==> src/hdl/ddp_pkg.sv <==
// ----------------------------------------------------------------------------
// ddp_pkg
// Shared types, widths and register codes for the differential drive
// speed profile and PD position loop.
// ----------------------------------------------------------------------------
package ddp_pkg;

   localparam int CountW  = 32;   // encoder counts, totals, errors, drives
   localparam int SpeedW  = 16;   // ramped and target speeds
   localparam int StepW   = 12;   // ramp step registers
   localparam int GainW   = 8;    // PD gains
   localparam int CsrIdxW = 3;
   localparam int CsrDatW = 12;   // widest register
   localparam int PwmW    = 43;   // one PD law output, gain * error terms
   localparam int MixW    = PwmW + 1;

   typedef enum logic [CsrIdxW-1:0] {
      CSR_FWD_ACCEL   = 3'd0,
      CSR_FWD_DECEL   = 3'd1,
      CSR_TURN_ACCEL  = 3'd2,
      CSR_TURN_DECEL  = 3'd3,
      CSR_FWD_PGAIN   = 3'd4,
      CSR_FWD_DGAIN   = 3'd5,
      CSR_TURN_PGAIN  = 3'd6,
      CSR_TURN_DGAIN  = 3'd7
   } csr_reg_type;

   typedef enum logic {
      KIND_TICK    = 1'b0,
      KIND_RESTART = 1'b1
   } kind_type;

   typedef struct packed {
      logic [StepW-1:0] fwd_accel_step;
      logic [StepW-1:0] fwd_decel_step;
      logic [StepW-1:0] turn_accel_step;
      logic [StepW-1:0] turn_decel_step;
      logic [GainW-1:0] fwd_prop_gain;
      logic [GainW-1:0] fwd_deriv_gain;
      logic [GainW-1:0] turn_prop_gain;
      logic [GainW-1:0] turn_deriv_gain;
   } cfg_type;

   typedef struct packed {
      logic                     kind;
      logic signed [CountW-1:0] left_count;
      logic signed [CountW-1:0] right_count;
      logic signed [SpeedW-1:0] target_fwd_speed;
      logic signed [SpeedW-1:0] target_turn_speed;
   } req_item_type;

   // state snapshot after one item, handed to the PD stages
   typedef struct packed {
      logic                     kind;
      logic signed [CountW-1:0] fwd_error;
      logic signed [CountW-1:0] turn_error;
      logic signed [CountW-1:0] last_fwd_error;
      logic signed [CountW-1:0] last_turn_error;
      logic signed [CountW-1:0] travelled;
      logic signed [CountW-1:0] left_total;
      logic signed [CountW-1:0] right_total;
      logic signed [SpeedW-1:0] fwd_speed;
      logic signed [SpeedW-1:0] turn_speed;
   } track_type;

   typedef struct packed {
      logic signed [CountW-1:0] left_drive;
      logic signed [CountW-1:0] right_drive;
      logic signed [CountW-1:0] travelled;
      logic signed [CountW-1:0] mean_total;
      logic signed [SpeedW-1:0] fwd_speed_now;
      logic signed [SpeedW-1:0] turn_speed_now;
   } rsp_item_type;

   // pipeline advance strobes for the track, product and result registers
   typedef struct packed {
      logic adv_track;
      logic adv_prod;
      logic adv_out;
   } stage_ctl_type;

endpackage

==> src/hdl/ddp_pd.sv <==
// ----------------------------------------------------------------------------
// ddp_pd
// PD laws and drive mixing: a product stage (gain times error terms) and a
// mix stage that saturates into the result register.
// ----------------------------------------------------------------------------
module ddp_pd (
   input  logic                    clock,
   input  ddp_pkg::stage_ctl_type  ctl,
   input  ddp_pkg::cfg_type        cfg,
   input  ddp_pkg::track_type      trk,
   output ddp_pkg::rsp_item_type   rsp_item
);

   localparam int W  = ddp_pkg::CountW;
   localparam int SW = ddp_pkg::SpeedW;
   localparam int PW = ddp_pkg::PwmW;
   localparam int MW = ddp_pkg::MixW;
   localparam int GW = ddp_pkg::GainW + 1;   // gain as a positive signed value
   localparam int QW = GW + W + 1;           // gain * error difference

   function automatic logic signed [W-1:0] sat_drive(input logic signed [MW-1:0] x);
      logic signed [W-1:0] r;
      if (x[MW-1:W-1] == {(MW-W+1){x[MW-1]}}) begin
         r = x[W-1:0];
      end else begin
         r = {x[MW-1], {(W-1){~x[MW-1]}}};
      end
      return r;
   endfunction

   // product stage
   logic signed [GW-1:0] fpg, fdg, tpg, tdg;
   logic signed [W:0]    fwd_diff, turn_diff;
   logic signed [QW-1:0] fwd_p, fwd_d, turn_p, turn_d;
   logic signed [PW-1:0] pwm_x_in, pwm_w_in, pwm_x_ff, pwm_w_ff;
   logic signed [W:0]    mean_sum, mean_adj;
   logic                 kind_ff;
   logic signed [W-1:0]  travelled_ff, mean_ff;
   logic signed [SW-1:0] fwd_speed_ff, turn_speed_ff;

   // mix stage
   logic signed [MW-1:0]   left_sum, right_sum;
   ddp_pkg::rsp_item_type  rsp_ff, rsp_in;

   always_comb begin
      fpg       = signed'({1'b0, cfg.fwd_prop_gain});
      fdg       = signed'({1'b0, cfg.fwd_deriv_gain});
      tpg       = signed'({1'b0, cfg.turn_prop_gain});
      tdg       = signed'({1'b0, cfg.turn_deriv_gain});
      fwd_diff  = (W+1)'(trk.fwd_error) - (W+1)'(trk.last_fwd_error);
      turn_diff = (W+1)'(trk.turn_error) - (W+1)'(trk.last_turn_error);
      fwd_p     = fpg * trk.fwd_error;
      fwd_d     = fdg * fwd_diff;
      turn_p    = tpg * trk.turn_error;
      turn_d    = tdg * turn_diff;
      pwm_x_in  = PW'(fwd_p) + PW'(fwd_d);
      pwm_w_in  = PW'(turn_p) + PW'(turn_d);
      // wheel total mean, toward zero
      mean_sum  = (W+1)'(trk.left_total) + (W+1)'(trk.right_total);
      mean_adj  = mean_sum + (W+1)'(mean_sum[W]);
   end

   always_ff @(posedge clock) begin
      if (ctl.adv_prod) begin
         kind_ff       <= trk.kind;
         pwm_x_ff      <= pwm_x_in;
         pwm_w_ff      <= pwm_w_in;
         travelled_ff  <= trk.travelled;
         mean_ff       <= mean_adj[W:1];
         fwd_speed_ff  <= trk.fwd_speed;
         turn_speed_ff <= trk.turn_speed;
      end
   end

   always_comb begin
      left_sum  = MW'(pwm_x_ff) + MW'(pwm_w_ff);
      right_sum = MW'(pwm_x_ff) - MW'(pwm_w_ff);
      rsp_in.travelled      = travelled_ff;
      rsp_in.mean_total     = mean_ff;
      rsp_in.fwd_speed_now  = fwd_speed_ff;
      rsp_in.turn_speed_now = turn_speed_ff;
      unique case (ddp_pkg::kind_type'(kind_ff))
         ddp_pkg::KIND_RESTART: begin
            rsp_in.left_drive  = '0;
            rsp_in.right_drive = '0;
         end
         ddp_pkg::KIND_TICK: begin
            rsp_in.left_drive  = sat_drive(left_sum);
            rsp_in.right_drive = sat_drive(right_sum);
         end
         default: begin
            rsp_in.left_drive  = '0;
            rsp_in.right_drive = '0;
         end
      endcase
   end

   always_ff @(posedge clock) begin
      if (ctl.adv_out) begin
         rsp_ff <= rsp_in;
      end
   end

   assign rsp_item = rsp_ff;

endmodule

==> config.mk <==
export PLATFORM = sky130hd
export DESIGN_NAME = ddp_pd
export DESIGN_NICKNAME = d
export VERILOG_FILES = /design/src/hdl/ddp_pkg.sv /design/src/hdl/ddp_pd.sv
export SDC_FILE = /design/constraint.sdc
export NUM_CORES = 2
export LEC_CHECK = 0
export ABC_AREA = 1
export BUFFER_PORTS_ARGS = -buffer_cell sky130_fd_sc_hd__buf_2
export CAP_MARGIN = 20
export CORE_UTILIZATION = 45
export CTS_CLUSTER_DIAMETER = 100
export DETAILED_ROUTE_END_ITERATION = 12
export HOLD_SLACK_MARGIN = 0.03
export PLACE_DENSITY = 0.65
export REMOVE_ABC_BUFFERS = 1
export SLEW_MARGIN = 20
export SYNTH_ARGS = -nofsm -noshare
export SYNTH_HDL_FRONTEND = slang
export SYNTH_SLANG_ARGS = --single-unit
==> constraint.sdc <==
create_clock -name clock -period 7.44 [get_ports clock]
set_input_delay 0.744 -clock clock [delete_from_list [all_inputs] [get_ports clock]]
set_output_delay 0.744 -clock clock [all_outputs]
set_load 0.05 [all_outputs]
; Yosys cells after proc, flatten, opt, wreduce, memory -nomap -nowiden
; Cells that the tools add are included.
[classes]
addsub = 8
n_mul = 4
n_eq_ne = 2
muxes = 3
n_bitwise = 3
[op_table]
columns = operator, count
row1 = 64-bit case mux with 2 select lines, 1
row2 = 41-bit by 42-bit adder with 43-bit output, 2
row3 = 9-bit by 33-bit multiplier with 42-bit output, 2
row4 = 9-bit by 32-bit multiplier with 41-bit output, 2
row5 = 32-bit by 32-bit subtractor with 33-bit output, 2
row6 = 32-bit two-way mux, 2
row7 = 43-bit by 43-bit adder with 44-bit output, 1
row8 = 43-bit by 43-bit subtractor with 44-bit output, 1
row9 = 32-bit by 32-bit adder with 33-bit output, 1
row10 = 33-bit by 1-bit adder with 33-bit output, 1
row11 = 12-bit == test, 2
row12 = 1-bit NOT, 3
[totals]
ff_bits = 343
inputBits = 341
output_inout_bits = 160
elab_cells = 33

; Longest topological paths before layout
[logic_depth]
word_depth = 4
ltp_mapped = 41
depth_no_buf = 40

; Worst setup path before layout
; OpenSTA, ideal clock, no wires.
[synth_path]
kind = input -> register
start = input trk[224] (netlist name)
end = register pwm_x_ff[41], data pin
setup_ns = 0.259
arrival_ns = 7.688
required_ns = 7.181
path_slack_ns = -0.506
stages = 38
path_buffers = 1
path_cell_list = clkbuf_1 > inv_1 > ha_1 > fa_1 > inv_1 > nand3_1 > nand2_1 > a21oi_1 > o21ai_0 > nand2_1 > nand2_1 > nand2_1 > nand2_1 > a21boi_0 > o21ai_0 > xnor2_1 > inv_1 > nand2_1 > [... 2 more ...] > fa_1 > fa_1 > fa_1 > fa_1 > inv_1 > fa_1 > inv_1 > ha_1 > a21o_1 > a21oi_1 > o21ai_0 > a221oi_1 > nand3_1 > nand2_1 > nand2_1 > nand2_1 > nand2_1 > xor2_1
[synth_between]
elab_chain_len = 3
word_cells_on_any_way = 4
classes_between = add/sub (2) / mul (2)
[synth_rtl]
columns = element, line
row1 = from (decl), ddp_pd.sv:10  ; input ddp_pkg::track_type trk,
row2 = 32-bit by 32-bit subtractor with 33-bit output, ddp_pd.sv:50  ; fwd_diff = (W+1)'(trk.fwd_error) - (W+1)'(trk.last_fwd_error);
row3 = 9-bit by 33-bit multiplier with 42-bit output, ddp_pd.sv:53  ; fwd_d = fdg * fwd_diff;
row4 = 41-bit by 42-bit adder with 43-bit output *, ddp_pd.sv:56  ; pwm_x_in = PW'(fwd_p) + PW'(fwd_d);
row5 = net pwm_x_in[41], ddp_pd.sv:35  ; logic signed [PW-1:0] pwm_x_in, pwm_w_in, pwm_x_ff, pwm_w_ff;
row6 = to (signal assigned), ddp_pd.sv:66  ; pwm_x_ff <= pwm_x_in;
row7 = to (decl), ddp_pd.sv:35
; The timed path passes the listed nets; every way through them passes the cells marked *.
; A chain may end at the register's enable or synchronous reset.

; Worst setup path in the final report
[layout_path]
start = input trk[192] (netlist name)
end = register pwm_w_ff[42], data pin
[layout_between]
elab_chain_len = 3
word_cells_on_any_way = 4
classes_between = add/sub (2) / mul (2)
[layout_rtl]
columns = element, line
row1 = 32-bit by 32-bit subtractor with 33-bit output, ddp_pd.sv:51  ; turn_diff = (W+1)'(trk.turn_error) - (W+1)'(trk.last_turn_error);
row2 = 9-bit by 33-bit multiplier with 42-bit output, ddp_pd.sv:55  ; turn_d = tdg * turn_diff;
row3 = 41-bit by 42-bit adder with 43-bit output *, ddp_pd.sv:57  ; pwm_w_in = PW'(turn_p) + PW'(turn_d);
row4 = net pwm_w_in[42], ddp_pd.sv:35
row5 = to (signal assigned), ddp_pd.sv:67  ; pwm_w_ff <= pwm_w_in;
row6 = to (decl), ddp_pd.sv:35
; Marked as above.

==> flow_summary.json <==
{
  "die_x_um": 372,
  "dieArea_sq_um": 138000,
  "drive_gt1_frac": 0.222,
  "wirelength_um": 189000,
  "crit_slowest_cell": "fa_2",
  "path_clk_slew_ps": 60,
  "min_period_ps": 7430,
  "avgSynthCellArea_sq_um": 7.99,
  "viasPerCell": 5.02,
  "clockBufferDepth": 3,
  "worstPathMaxFanout": 5,
  "critPathKind": "input pin to register",
  "portBuffers": 451,
  "nets": 10600,
  "cts_root_buffer": "clkbuf_16",
  "nFillCells": 12500,
  "cp-end-kind": "register",
  "routedWlPerCell_um": 17.8,
  "grt_overflow": 0,
  "crit_top_cell": "inv_2",
  "critPathMaxStageDelay_ps": 560,
  "grt_max_degree": 104,
  "ys_warn_count": 0,
  "maxCapViolations": 0,
  "post-route-period-util": 0.998,
  "ioPinCount": 501,
  "yosys-top-cells-area": "fa_1 32%, edfxtp_1 17%, inv_1 12%",
  "synth_area_leader_cell": "fa_1",
  "start_util": 0.454,
  "skew_ps": 44.1,
  "yosysSeqAreaShare": 0.167,
  "cts_tree": "done",
  "ys_seq_elements": 343,
  "first_global_vias": 52600,
  "cts.sinks": 343,
  "grt_usage": 0.269,
  "finalSetupViolCount": 0,
  "place_hpwl_um": 162000,
  "synth_cell_type_count": 55,
  "finalSetupTns_ps": 0,
  "arrival_ps": 7770,
  "die_h_um": 372,
  "layout_common_cells": "1966 x inv_1, 1645 x nand2_1, 930 x fa_1",
  "core_area_sq_um": 136000,
  "rows": 135,
  "gp_congestion": 0.984,
  "numCtsBuffers": 41,
  "start_kind": "input pin",
  "slew_violations": 0,
  "vias": 53200,
  "cts_max_level": 2,
  "synth_ff_type": "edfxtp_1",
  "status": "finished clean",
  "final-hold-violation-count": 0,
  "first_iter_violations": 3984,
  "postCtsHoldBufs": 0,
  "final_common_cell": "inv_1",
  "postSynthCellCount": 7702,
  "dr.pass1.iters": 8,
  "area_growth_pct": 22.1,
  "synth_edf_count": 343,
  "slew_headroom": 0.301,
  "fmax_mhz": 135,
  "min_path_type": "input pin to register",
  "drc_errors": 0,
  "async_flop_share": 0,
  "antenna_found_initial": 7,
  "grt_first_pass_wirelength_um": 288000,
  "clock_latency_ps": 600,
  "rsz0062_at_grt": "yes",
  "critical_path_required_ps": 7790,
  "synth_top_area_frac": 0.315,
  "tightest_slew_ps": 1050,
  "syn_area_sq_um": 61500,
  "detail-route-antenna-nets": 0
}
final timing paths:
kind                            depth (start not counted)          endpoint              from  slack [ps]
worst max-delay path                                   41      pwm_w_ff[42]          trk[192]          10
worst min-delay path                                    1  travelled_ff[23]          trk[119]         330
worst max register to register                         17     rsp_item[146]      pwm_x_ff[36]        2460
worst min register to register                          0      rsp_item[91]  travelled_ff[27]         410
logic make-up (layout without fill, tap and decap cells):
family	count (synthesis)	count (layout)	share of synthesized area
other	0	3	0
DFF	343	343	0.167
AOI/OAI and AO/OA	651	651	0.0607
xor gates and xnor gates	256	256	0.0364
buffers and inverters	2283	3397	0.144
and+or+nand+nor	2737	2737	0.182
adders and majority gates	1432	1432	0.409
cell type report:
| cell class | count | area (sq um) | area share |
|---|---|---|---|
| Multi-Input combinational cell | 5076 | 44900 | 0.598 |
| Sequential cell | 343 | 10300 | 0.137 |
| Timing Repair Buffer | 1285 | 8700 | 0.116 |
| Inverter | 2044 | 7680 | 0.102 |
| Tap cell | 1781 | 2230 | 0.0297 |
| Clock buffer | 45 | 1040 | 0.0139 |
| Clock inverter | 23 | 220 | 0.00293 |
| Antenna cell | 3 | 7.51 | 0.0000999 |
critical path: cells and delay by family:
family                     cells  cell delay [ps]
AOI/OAI and AO/OA             10             1350
xor gates and xnor gates       2              260
adders and majority gates      9             3800
buffers and inverters         14             1190
and+or+nand+nor                6              460
sequential cells by signal, indices dropped and copies added (netlist names):
signal and count:
fwd_speed_ff 16, pwm_x_ff 43, kind_ff 1, turn_speed_ff 16
rsp_item 160, mean_ff 32, pwm_w_ff 43, travelled_ff 32
what timing repair did:
item | in CTS | in global routing
resized for setup | 113 | 540
pin swaps | 63 | 298
buffers inserted | 12 | 63
setup endpoints to repair | 39 | 48
cell usage after synthesis, drive strengths merged, types with 3 or more instances:
| library cell | number |
|---|---|
| nor3 | 31 |
| ha | 463 |
| fa | 969 |
| nand3b | 12 |
| and3 | 5 |
| a21oi | 362 |
| inv | 2042 |
| nand3 | 180 |
| nand2 | 1749 |
| o21ai | 131 |
| o21a | 13 |
| xnor2 | 76 |
| edfxtp | 343 |
| nor4 | 9 |
| o31ai | 4 |
| a21boi | 20 |
| a211oi | 3 |
| o21bai | 27 |
| buf | 72 |
| a31oi | 47 |
| nor2 | 612 |
| o31a | 3 |
| clkbuf | 167 |
| o221ai | 7 |
| nand4 | 99 |
| o211ai | 9 |
| or2 | 37 |
| xor2 | 180 |
| a221oi | 4 |
| a21o | 17 |
layer usage:
layer,global-route usage,wire [um],vias up
met5,0,13,-
met4,0.0842,6060,2
met3,0.0330,13700,273
met2,0.428,86600,1814
met1,0.381,82200,26000
li1,-,-,25100
per-stage QoR:
step / instance area (sq um) / util / hold WS (ps) / worst slack (ps) / cells
after floorplan: 60300 / - / 400 / -218 / 7463
after global placement: 70600 / 0.520 / 401 / -1270 / 10500
after detailed placement: 70600 / 0.520 / 405 / -1370 / 10500
after CTS: 72400 / 0.534 / 284 / -20.8 / 10500
after global routing: 75100 / 0.554 / 301 / -193 / 10600
final: 75100 / 0.554 / 326 / 14.8 / 10600
Power is left out: the tool's default activity adds up to more than one toggle a clock period on the data nets, which glitch-free logic cannot reach.
