$ cat src/hdl/ddp_pkg.sv
// ----------------------------------------------------------------------------
// ddp_pkg
// Shared types, widths and register codes for the differential drive
// speed profile and PD position loop.
// ----------------------------------------------------------------------------
package ddp_pkg;

   localparam int CountW  = 32;   // encoder counts, totals, errors, drives
   localparam int SpeedW  = 16;   // ramped and target speeds
   localparam int StepW   = 12;   // ramp step registers
   localparam int GainW   = 8;    // PD gains
   localparam int CsrIdxW = 3;
   localparam int CsrDatW = 12;   // widest register
   localparam int PwmW    = 43;   // one PD law output, gain * error terms
   localparam int MixW    = PwmW + 1;

   typedef enum logic [CsrIdxW-1:0] {
      CSR_FWD_ACCEL   = 3'd0,
      CSR_FWD_DECEL   = 3'd1,
      CSR_TURN_ACCEL  = 3'd2,
      CSR_TURN_DECEL  = 3'd3,
      CSR_FWD_PGAIN   = 3'd4,
      CSR_FWD_DGAIN   = 3'd5,
      CSR_TURN_PGAIN  = 3'd6,
      CSR_TURN_DGAIN  = 3'd7
   } csr_reg_type;

   typedef enum logic {
      KIND_TICK    = 1'b0,
      KIND_RESTART = 1'b1
   } kind_type;

   typedef struct packed {
      logic [StepW-1:0] fwd_accel_step;
      logic [StepW-1:0] fwd_decel_step;
      logic [StepW-1:0] turn_accel_step;
      logic [StepW-1:0] turn_decel_step;
      logic [GainW-1:0] fwd_prop_gain;
      logic [GainW-1:0] fwd_deriv_gain;
      logic [GainW-1:0] turn_prop_gain;
      logic [GainW-1:0] turn_deriv_gain;
   } cfg_type;

   typedef struct packed {
      logic                     kind;
      logic signed [CountW-1:0] left_count;
      logic signed [CountW-1:0] right_count;
      logic signed [SpeedW-1:0] target_fwd_speed;
      logic signed [SpeedW-1:0] target_turn_speed;
   } req_item_type;

   // state snapshot after one item, handed to the PD stages
   typedef struct packed {
      logic                     kind;
      logic signed [CountW-1:0] fwd_error;
      logic signed [CountW-1:0] turn_error;
      logic signed [CountW-1:0] last_fwd_error;
      logic signed [CountW-1:0] last_turn_error;
      logic signed [CountW-1:0] travelled;
      logic signed [CountW-1:0] left_total;
      logic signed [CountW-1:0] right_total;
      logic signed [SpeedW-1:0] fwd_speed;
      logic signed [SpeedW-1:0] turn_speed;
   } track_type;

   typedef struct packed {
      logic signed [CountW-1:0] left_drive;
      logic signed [CountW-1:0] right_drive;
      logic signed [CountW-1:0] travelled;
      logic signed [CountW-1:0] mean_total;
      logic signed [SpeedW-1:0] fwd_speed_now;
      logic signed [SpeedW-1:0] turn_speed_now;
   } rsp_item_type;

   // pipeline advance strobes for the track, product and result registers
   typedef struct packed {
      logic adv_track;
      logic adv_prod;
      logic adv_out;
   } stage_ctl_type;

endpackage

$ cat src/hdl/ddp_track.sv
// ----------------------------------------------------------------------------
// ddp_track
// Odometry, speed ramps and position error update. Holds the loop state;
// one transaction per cycle while ctl.adv_track is set, result registered for the PD stages.
// ----------------------------------------------------------------------------
module ddp_track (
   input  logic                    clock,
   input  logic                    reset,
   input  ddp_pkg::stage_ctl_type  ctl,
   input  ddp_pkg::cfg_type        cfg,
   input  ddp_pkg::req_item_type   item,
   output ddp_pkg::track_type      trk
);

   localparam int W  = ddp_pkg::CountW;
   localparam int SW = ddp_pkg::SpeedW;
   localparam int EW = W + 3;   // error + speed - feedback

   function automatic logic signed [SW-1:0] ramp(
      input logic signed [SW-1:0]             cur,
      input logic signed [SW-1:0]             target,
      input logic [ddp_pkg::StepW-1:0]        up,
      input logic [ddp_pkg::StepW-1:0]        down
   );
      logic signed [SW+1:0] s;
      logic signed [SW-1:0] r;
      r = cur;
      s = (SW+2)'(cur);
      // at the target the speed holds
      if (cur < target) begin
         s = (SW+2)'(cur) + (SW+2)'(signed'({1'b0, up}));
         r = (s > (SW+2)'(target)) ? target : s[SW-1:0];
      end else if (cur > target) begin
         s = (SW+2)'(cur) - (SW+2)'(signed'({1'b0, down}));
         r = (s < (SW+2)'(target)) ? target : s[SW-1:0];
      end
      return r;
   endfunction

   function automatic logic signed [W-1:0] sat_err(input logic signed [EW-1:0] x);
      logic signed [W-1:0] r;
      if (x[EW-1:W-1] == {(EW-W+1){x[EW-1]}}) begin
         r = x[W-1:0];
      end else begin
         r = {x[EW-1], {(W-1){~x[EW-1]}}};
      end
      return r;
   endfunction

   logic signed [W-1:0]  prev_left_ff, prev_left_in;
   logic signed [W-1:0]  prev_right_ff, prev_right_in;
   logic signed [W-1:0]  left_total_ff, left_total_in;
   logic signed [W-1:0]  right_total_ff, right_total_in;
   logic signed [W-1:0]  distance_ff, distance_in;
   logic signed [SW-1:0] fwd_speed_ff, fwd_speed_in;
   logic signed [SW-1:0] turn_speed_ff, turn_speed_in;
   logic signed [W-1:0]  fwd_error_ff, fwd_error_in;
   logic signed [W-1:0]  turn_error_ff, turn_error_in;
   logic signed [W-1:0]  last_fwd_error_ff, last_fwd_error_in;
   logic signed [W-1:0]  last_turn_error_ff, last_turn_error_in;
   ddp_pkg::track_type   trk_ff, trk_in;

   logic signed [W-1:0]  dl, dr;
   logic signed [W:0]    fb_x, fb_w, half_adj;
   logic signed [W-1:0]  half_step;

   always_comb begin
      dl       = item.left_count - prev_left_ff;
      dr       = item.right_count - prev_right_ff;
      fb_x     = (W+1)'(dl) + (W+1)'(dr);
      fb_w     = (W+1)'(dl) - (W+1)'(dr);
      // halve toward zero
      half_adj  = fb_x + (W+1)'(fb_x[W]);
      half_step = half_adj[W:1];

      prev_left_in       = prev_left_ff;
      prev_right_in      = prev_right_ff;
      left_total_in      = left_total_ff;
      right_total_in     = right_total_ff;
      distance_in        = distance_ff;
      fwd_speed_in       = fwd_speed_ff;
      turn_speed_in      = turn_speed_ff;
      fwd_error_in       = fwd_error_ff;
      turn_error_in      = turn_error_ff;
      last_fwd_error_in  = last_fwd_error_ff;
      last_turn_error_in = last_turn_error_ff;

      unique case (ddp_pkg::kind_type'(item.kind))
         ddp_pkg::KIND_RESTART: begin
            prev_left_in   = '0;
            prev_right_in  = '0;
            left_total_in  = '0;
            right_total_in = '0;
            distance_in    = '0;
            fwd_speed_in   = '0;
            turn_speed_in  = '0;
         end
         ddp_pkg::KIND_TICK: begin
            prev_left_in   = item.left_count;
            prev_right_in  = item.right_count;
            left_total_in  = left_total_ff + dl;
            right_total_in = right_total_ff + dr;
            distance_in    = distance_ff + half_step;
            fwd_speed_in   = ramp(fwd_speed_ff, item.target_fwd_speed,
                                  cfg.fwd_accel_step, cfg.fwd_decel_step);
            turn_speed_in  = ramp(turn_speed_ff, item.target_turn_speed,
                                  cfg.turn_accel_step, cfg.turn_decel_step);
            fwd_error_in   = sat_err(EW'(fwd_error_ff) + EW'(fwd_speed_in) - EW'(fb_x));
            turn_error_in  = sat_err(EW'(turn_error_ff) + EW'(turn_speed_in) - EW'(fb_w));
            last_fwd_error_in  = fwd_error_in;
            last_turn_error_in = turn_error_in;
         end
         default: ;
      endcase

      trk_in.kind            = item.kind;
      trk_in.fwd_error       = fwd_error_in;
      trk_in.turn_error      = turn_error_in;
      trk_in.last_fwd_error  = last_fwd_error_ff;
      trk_in.last_turn_error = last_turn_error_ff;
      trk_in.travelled       = distance_in;
      trk_in.left_total      = left_total_in;
      trk_in.right_total     = right_total_in;
      trk_in.fwd_speed       = fwd_speed_in;
      trk_in.turn_speed      = turn_speed_in;
   end

   always_ff @(posedge clock) begin
      if (reset) begin
         prev_left_ff       <= '0;
         prev_right_ff      <= '0;
         left_total_ff      <= '0;
         right_total_ff     <= '0;
         distance_ff        <= '0;
         fwd_speed_ff       <= '0;
         turn_speed_ff      <= '0;
         fwd_error_ff       <= '0;
         turn_error_ff      <= '0;
         last_fwd_error_ff  <= '0;
         last_turn_error_ff <= '0;
      end else if (ctl.adv_track) begin
         prev_left_ff       <= prev_left_in;
         prev_right_ff      <= prev_right_in;
         left_total_ff      <= left_total_in;
         right_total_ff     <= right_total_in;
         distance_ff        <= distance_in;
         fwd_speed_ff       <= fwd_speed_in;
         turn_speed_ff      <= turn_speed_in;
         fwd_error_ff       <= fwd_error_in;
         turn_error_ff      <= turn_error_in;
         last_fwd_error_ff  <= last_fwd_error_in;
         last_turn_error_ff <= last_turn_error_in;
      end
   end

   always_ff @(posedge clock) begin
      if (ctl.adv_track) begin
         trk_ff <= trk_in;
      end
   end

   assign trk = trk_ff;

endmodule

$ cat config.mk
export PLATFORM = sky130hd
export DESIGN_NAME = ddp_track
export DESIGN_NICKNAME = d
export VERILOG_FILES = /design/src/hdl/ddp_pkg.sv /design/src/hdl/ddp_track.sv
export SDC_FILE = /design/constraint.sdc
export NUM_CORES = 2
export LEC_CHECK = 0
export BUFFER_PORTS_ARGS = -buffer_cell sky130_fd_sc_hd__buf_2
export CAP_MARGIN = 10
export CORE_MARGIN = 10
export CORE_UTILIZATION = 30
export DETAILED_ROUTE_END_ITERATION = 8
export SLEW_MARGIN = 20
export SYNTH_ARGS = -nofsm -noshare
export SYNTH_HDL_FRONTEND = slang
export SYNTH_SLANG_ARGS = --single-unit
$ cat constraint.sdc
create_clock -name clock -period 11 [get_ports clock]
set_input_delay 2.2 -clock clock [delete_from_list [all_inputs] [get_ports clock]]
set_output_delay 2.2 -clock clock [all_outputs]
set_load 0.005 [all_outputs]
# == Yosys cells after proc, flatten, opt, wreduce, memory -nomap -nowiden ==
# Cells that the tools add are included.
# classes
add_sub_neg,16
order_cmp,8
eq_ne,2
n_mux,21
bitwise_logic,3
n_reduce_logical,1
# op_table
operator,n
one-hot mux 32 bit (2 select lines),5
two-way mux 16 bit,10
two-way mux 32 bit,4
adder 32 bit,3
subtractor 33 x 33 -> 34 bit,2
adder 32 x 16 -> 33 bit,2
one-hot mux 16 bit (2 select lines),2
subtractor 32 bit,2
adder 16 x 13 -> 17 bit,2
> comparator 17 x 16 -> 1 bit,2
less-than comparator 17 x 16 -> 1 bit,2
subtractor 16 x 13 -> 17 bit,2
adder 32 x 32 -> 33 bit,1
adder 33 x 1 -> 33 bit,1
subtractor 32 x 32 -> 33 bit,1
> comparator 16 bit,2
less-than comparator 16 bit,2
equality test 3 bit,2
NOT 1 bit,3
AND reduction 2 bit,1
# word_totals
regBits,577
out_inout_bits,257
elab_cells,72

# == Longest topological paths before layout ==
# depth
word_depth,11
ltp_mapped,43
depth_no_buf,40

# == Worst setup path before layout ==
# Ideal clock, no wire load.
# synth_path
path_type,input to register
start,input cfg[33] (netlist bit)
end,"register trk_ff (netlist bit trk[209]), data pin"
setup_time_ns,0.272
arrival_ns,10.491
required_ns,10.728
setup_slack_ns,0.237
cell_stages,35
n_path_buf,2
cell_sequence,inv_1 -> ha_1 -> nor2b_1 -> o21ai_0 -> a21boi_0 -> o21ai_0 -> a21oi_1 -> a2111oi_0 -> nor2_1 -> a21oi_1 -> ha_1 -> a211o_1 -> or3_1 -> o31ai_1 -> and2_1 -> clkbuf_1 -> o21ai_0 -> a22o_1 -> mux2i_1 -> inv_1 -> fa_1 -> inv_1 -> ha_1 -> a21oi_1 -> o21ai_1 -> a2111oi_1 -> o31ai_1 -> a221o_1 -> a311o_1 -> a31oi_1 -> xor2_2 -> clkbuf_2 -> and3b_1 -> a32oi_1 -> o211ai_1
# synth_between
elab_chain_cells,11
# synth_lines
element,line_no,rtl
start: declaration,ddp_track.sv:10,"input ddp_pkg::cfg_type cfg,"
subtractor 16 x 13 -> 17 bit (*),ddp_track.sv:34,"s = (SW+2)'(cur) - (SW+2)'(signed'({1'b0, down}));"
less-than comparator 17 x 16 -> 1 bit,ddp_track.sv:35,r = (s < (SW+2)'(target)) ? target : s[SW-1:0];
two-way mux 16 bit (*),ddp_track.sv:35,
two-way mux 16 bit (*),ddp_track.sv:33,end else if (cur > target) begin
two-way mux 16 bit (*),ddp_track.sv:30,if (cur < target) begin
two-way mux 16 bit (*),ddp_track.sv:88,unique case (ddp_pkg::kind_type'(item.kind))
adder 32 x 16 -> 33 bit (*),ddp_track.sv:109,turn_error_in = sat_err(EW'(turn_error_ff) + EW'(turn_speed_in) - EW'(fb_w));
subtractor 33 x 33 -> 34 bit (*),ddp_track.sv:109,
equality test 3 bit or NOT 1 bit (tied branches),"ddp_track.sv:42, ddp_track.sv:45",
two-way mux 32 bit (*),ddp_track.sv:42,if (x[EW-1:W-1] == {(EW-W+1){x[EW-1]}}) begin
two-way mux 32 bit (*),ddp_track.sv:88,
via turn_error_in[17],ddp_track.sv:58,"logic signed [W-1:0] turn_error_ff, turn_error_in;"
end signal: assignment,ddp_track.sv:158,trk_ff <= trk_in;
end: declaration,ddp_track.sv:61,"ddp_pkg::track_type trk_ff, trk_in;"
# Mark *: on every way through the listed nets, which the timed path passes. The rest lies on a longest branch. The select of a mux whose other input is x is not followed.
# A chain may end at the register's enable or synchronous reset.

# == Worst setup path after layout ==
# layout_path
start,input item[33] (netlist bit)
end,"register trk_ff (netlist bit trk[127]), data pin"
# layout_between
elab_chain_cells,5
# layout_lines
element,line_no,rtl
start: declaration,ddp_track.sv:11,"input ddp_pkg::req_item_type item,"
subtractor 32 bit,ddp_track.sv:69,dr = item.right_count - prev_right_ff;
adder 32 x 32 -> 33 bit,ddp_track.sv:70,fb_x = (W+1)'(dl) + (W+1)'(dr);
adder 33 x 1 -> 33 bit,ddp_track.sv:73,half_adj = fb_x + (W+1)'(fb_x[W]);
adder 32 bit,ddp_track.sv:103,distance_in = distance_ff + half_step;
one-hot mux 32 bit (2 select lines),ddp_track.sv:88,
via distance_in[31],ddp_track.sv:54,"logic signed [W-1:0] distance_ff, distance_in;"
# The timed path passes the listed nets, and every way through them passes these cells.

==> metrics.txt <==
outcome finished, final reports clean; Syn Nets 5464; crit path time final ~11 ns; Via density 5.19; simple-gate share of the synthesized area 0.133; Max H-tree Level 3; top-count cell post-synth inv_1; Critical Path AT 10.93 ns; Crit path top cell by count a21oi_1; post-synthesis adder-cell area fraction 0.167; crit start category input pin; top cells by count, synth inv_1 (477), nor2_1 (436), ha_1 (401), dfxtp_1 (320), a21oi_1 (297); Slew headroom 0.289; Die Ht 398 um; CTS resizes 0; final instance area between 50000 and 60000 um2; Mapped Cells 4773; final setup vio count 0; hpwl dp 127 mm; drt initial violations between 2000 and 3000; Initial Util 0.302; Most used DFF post-synth dfxtp_1; clock buffer depth 3; Setup TNS Final 0 ns; post-synthesis sequential area ratio 0.329; DP Area 50500 um2; Vias 39000; Synth Area in XOR/XNOR 0.0575; DR WL/cell about 21 um; Compound-Gate Fraction of Synth Area 0.226; clock sinks around 580; Max Cap Viol 0; unique cell type count in the Yosys netlist 105; initial antenna violation count 19; Final period util 0.959; GP Congestion 0.948; Remaining Overflow, GRT 0; number of placed I/O pins 439; root buf cell clkbuf_16; Critical Path RT 11.38 ns; max incr delay on CP 0.68 ns; Hold Vio Cnt, Final 0; core area 142000 um2; vias in the first global route 38100; Final ANT Viol Nets 0; Synth area leaders edfxtp_1 (18%), dfxtp_1 (15%), ha_1 (12%); post-synthesis mux area share 0.0283; ys async rst share 0; DRT Pass-1 Iters 6; GRT Overall Usage 0.194; global-route wire length before repair 237 mm; die area approximately 160000 um2; Post-synth EDFFs 257; CTS tree yes; leading area contributor after synthesis edfxtp_1; Mapped Area 42900 um2; worst-path fanout max 4; setup repair bufs after CTS 0; hold_ws 0.421 ns; crit path kind input pin to flip-flop; area grow syn2layout 23.7%; Num CTS Buffers 73; Hold WC Path Type flip-flop to flip-flop; count of hold-fix buffers inserted at cts 0; syn avg cell area 8.99 um2; Synth Register Bits between 500 and 600; combinational family with the most area after synthesis compound AO/OA/AOI/OAI gates; Total Wirelength 160 mm; Synth top area share 0.180; ratio of cells with drive above 1 in the final layout 0.201; CP Capture Type flip-flop; later-pin clock latency in the skew report 0.68 ns; clock skew 0.0330 ns; # rows 138; Final #Nets 6251; achievable clock frequency 0.0948 GHz; worst slew pin tran 1.07 ns; Clock transition at path regs about 0.060 ns; largest net degree at the start of global routing 143; Critical Path Slowest Stage Cell or4_1; Worst path top cell family by delay compound AO/OA/AOI/OAI gates; Pins Over Slew Limit 0; crit path buf inv count 1; chip width 398 um; yosys warns 0; PortBufs 404; DRC 0
cell families (layout without fill, tap and decap cells):
kind of cell	Yosys count	in the layout
AOI/OAI and AO/OA	1414	1414
xor gates and xnor gates	280	280
adders and majority gates	509	509
buffers and inverters	666	1512
DFF	577	577
muxes	119	119
other	0	3
and+or+nand+nor	1208	1208
state kept, by name (all words and copies together), names as in the netlist:
name,count
distance_ff,32
fwd_error_ff,32
fwd_speed_ff,16
last_fwd_error_ff,32
last_turn_error_ff,32
left_total_ff,32
prev_left_ff,32
prev_right_ff,32
right_total_ff,32
trk,257
turn_error_ff,32
turn_speed_ff,16
per-layer routing:
layer | vias up | wire length (um) | track usage
met4 | 20 | 4530 | 0.0558
li1 | 18800 | - | -
met2 | 1124 | 76700 | 0.337
met3 | 207 | 10100 | 0.0322
met1 | 18800 | 68600 | 0.247
met5 | - | 124 | 0
cell usage in the layout, fill, tap and decap left out, drive strengths merged, types with 108 or more instances in the layout:
| cell type | instances |
|---|---|
| buf | 899 |
| inv | 487 |
| nor2 | 436 |
| ha | 401 |
| dfxtp | 320 |
| a21oi | 302 |
| nand2 | 280 |
| o21ai | 263 |
| edfxtp | 257 |
| xnor2 | 182 |
| a21o | 155 |
| fa | 108 |
final cells by class:
cell class / instances / area [um2]
Antenna cell: 3 / 7.51
Clock buffer: 89 / 1980
Clock inverter: 45 / 510
Fill cell: 14500 / 88800
Inverter: 478 / 1790
Multi-Input combinational cell: 3530 / 26400
Sequential cell: 577 / 14100
Tap cell: 1890 / 2360
Timing Repair Buffer: 900 / 5920
worst paths after layout:
path	from	to	slack (ns)	depth (start not counted)
max reg2reg	turn_speed_ff[1]	trk[202]	1.64	37
min	last_fwd_error_ff[2]	trk[162]	0.42	0
max	item[33]	trk[127]	0.45	38
min reg2reg	last_fwd_error_ff[2]	trk[162]	0.42	0
metrics by stage:
step	std cells	utilization	setup WS, ns
3_5_place_dp	7375	0.356	-0.325
5_1_grt	7510	0.374	-0.0198
3_3_place_gp	7375	0.356	-0.681
2_1_floorplan	4773	-	0.237
6_report	7512	0.374	0.452
4_1_cts	7509	0.374	0.355
Power is not shown: default switching activity piles up to over one toggle a cycle in this logic, so the estimate is an artifact.
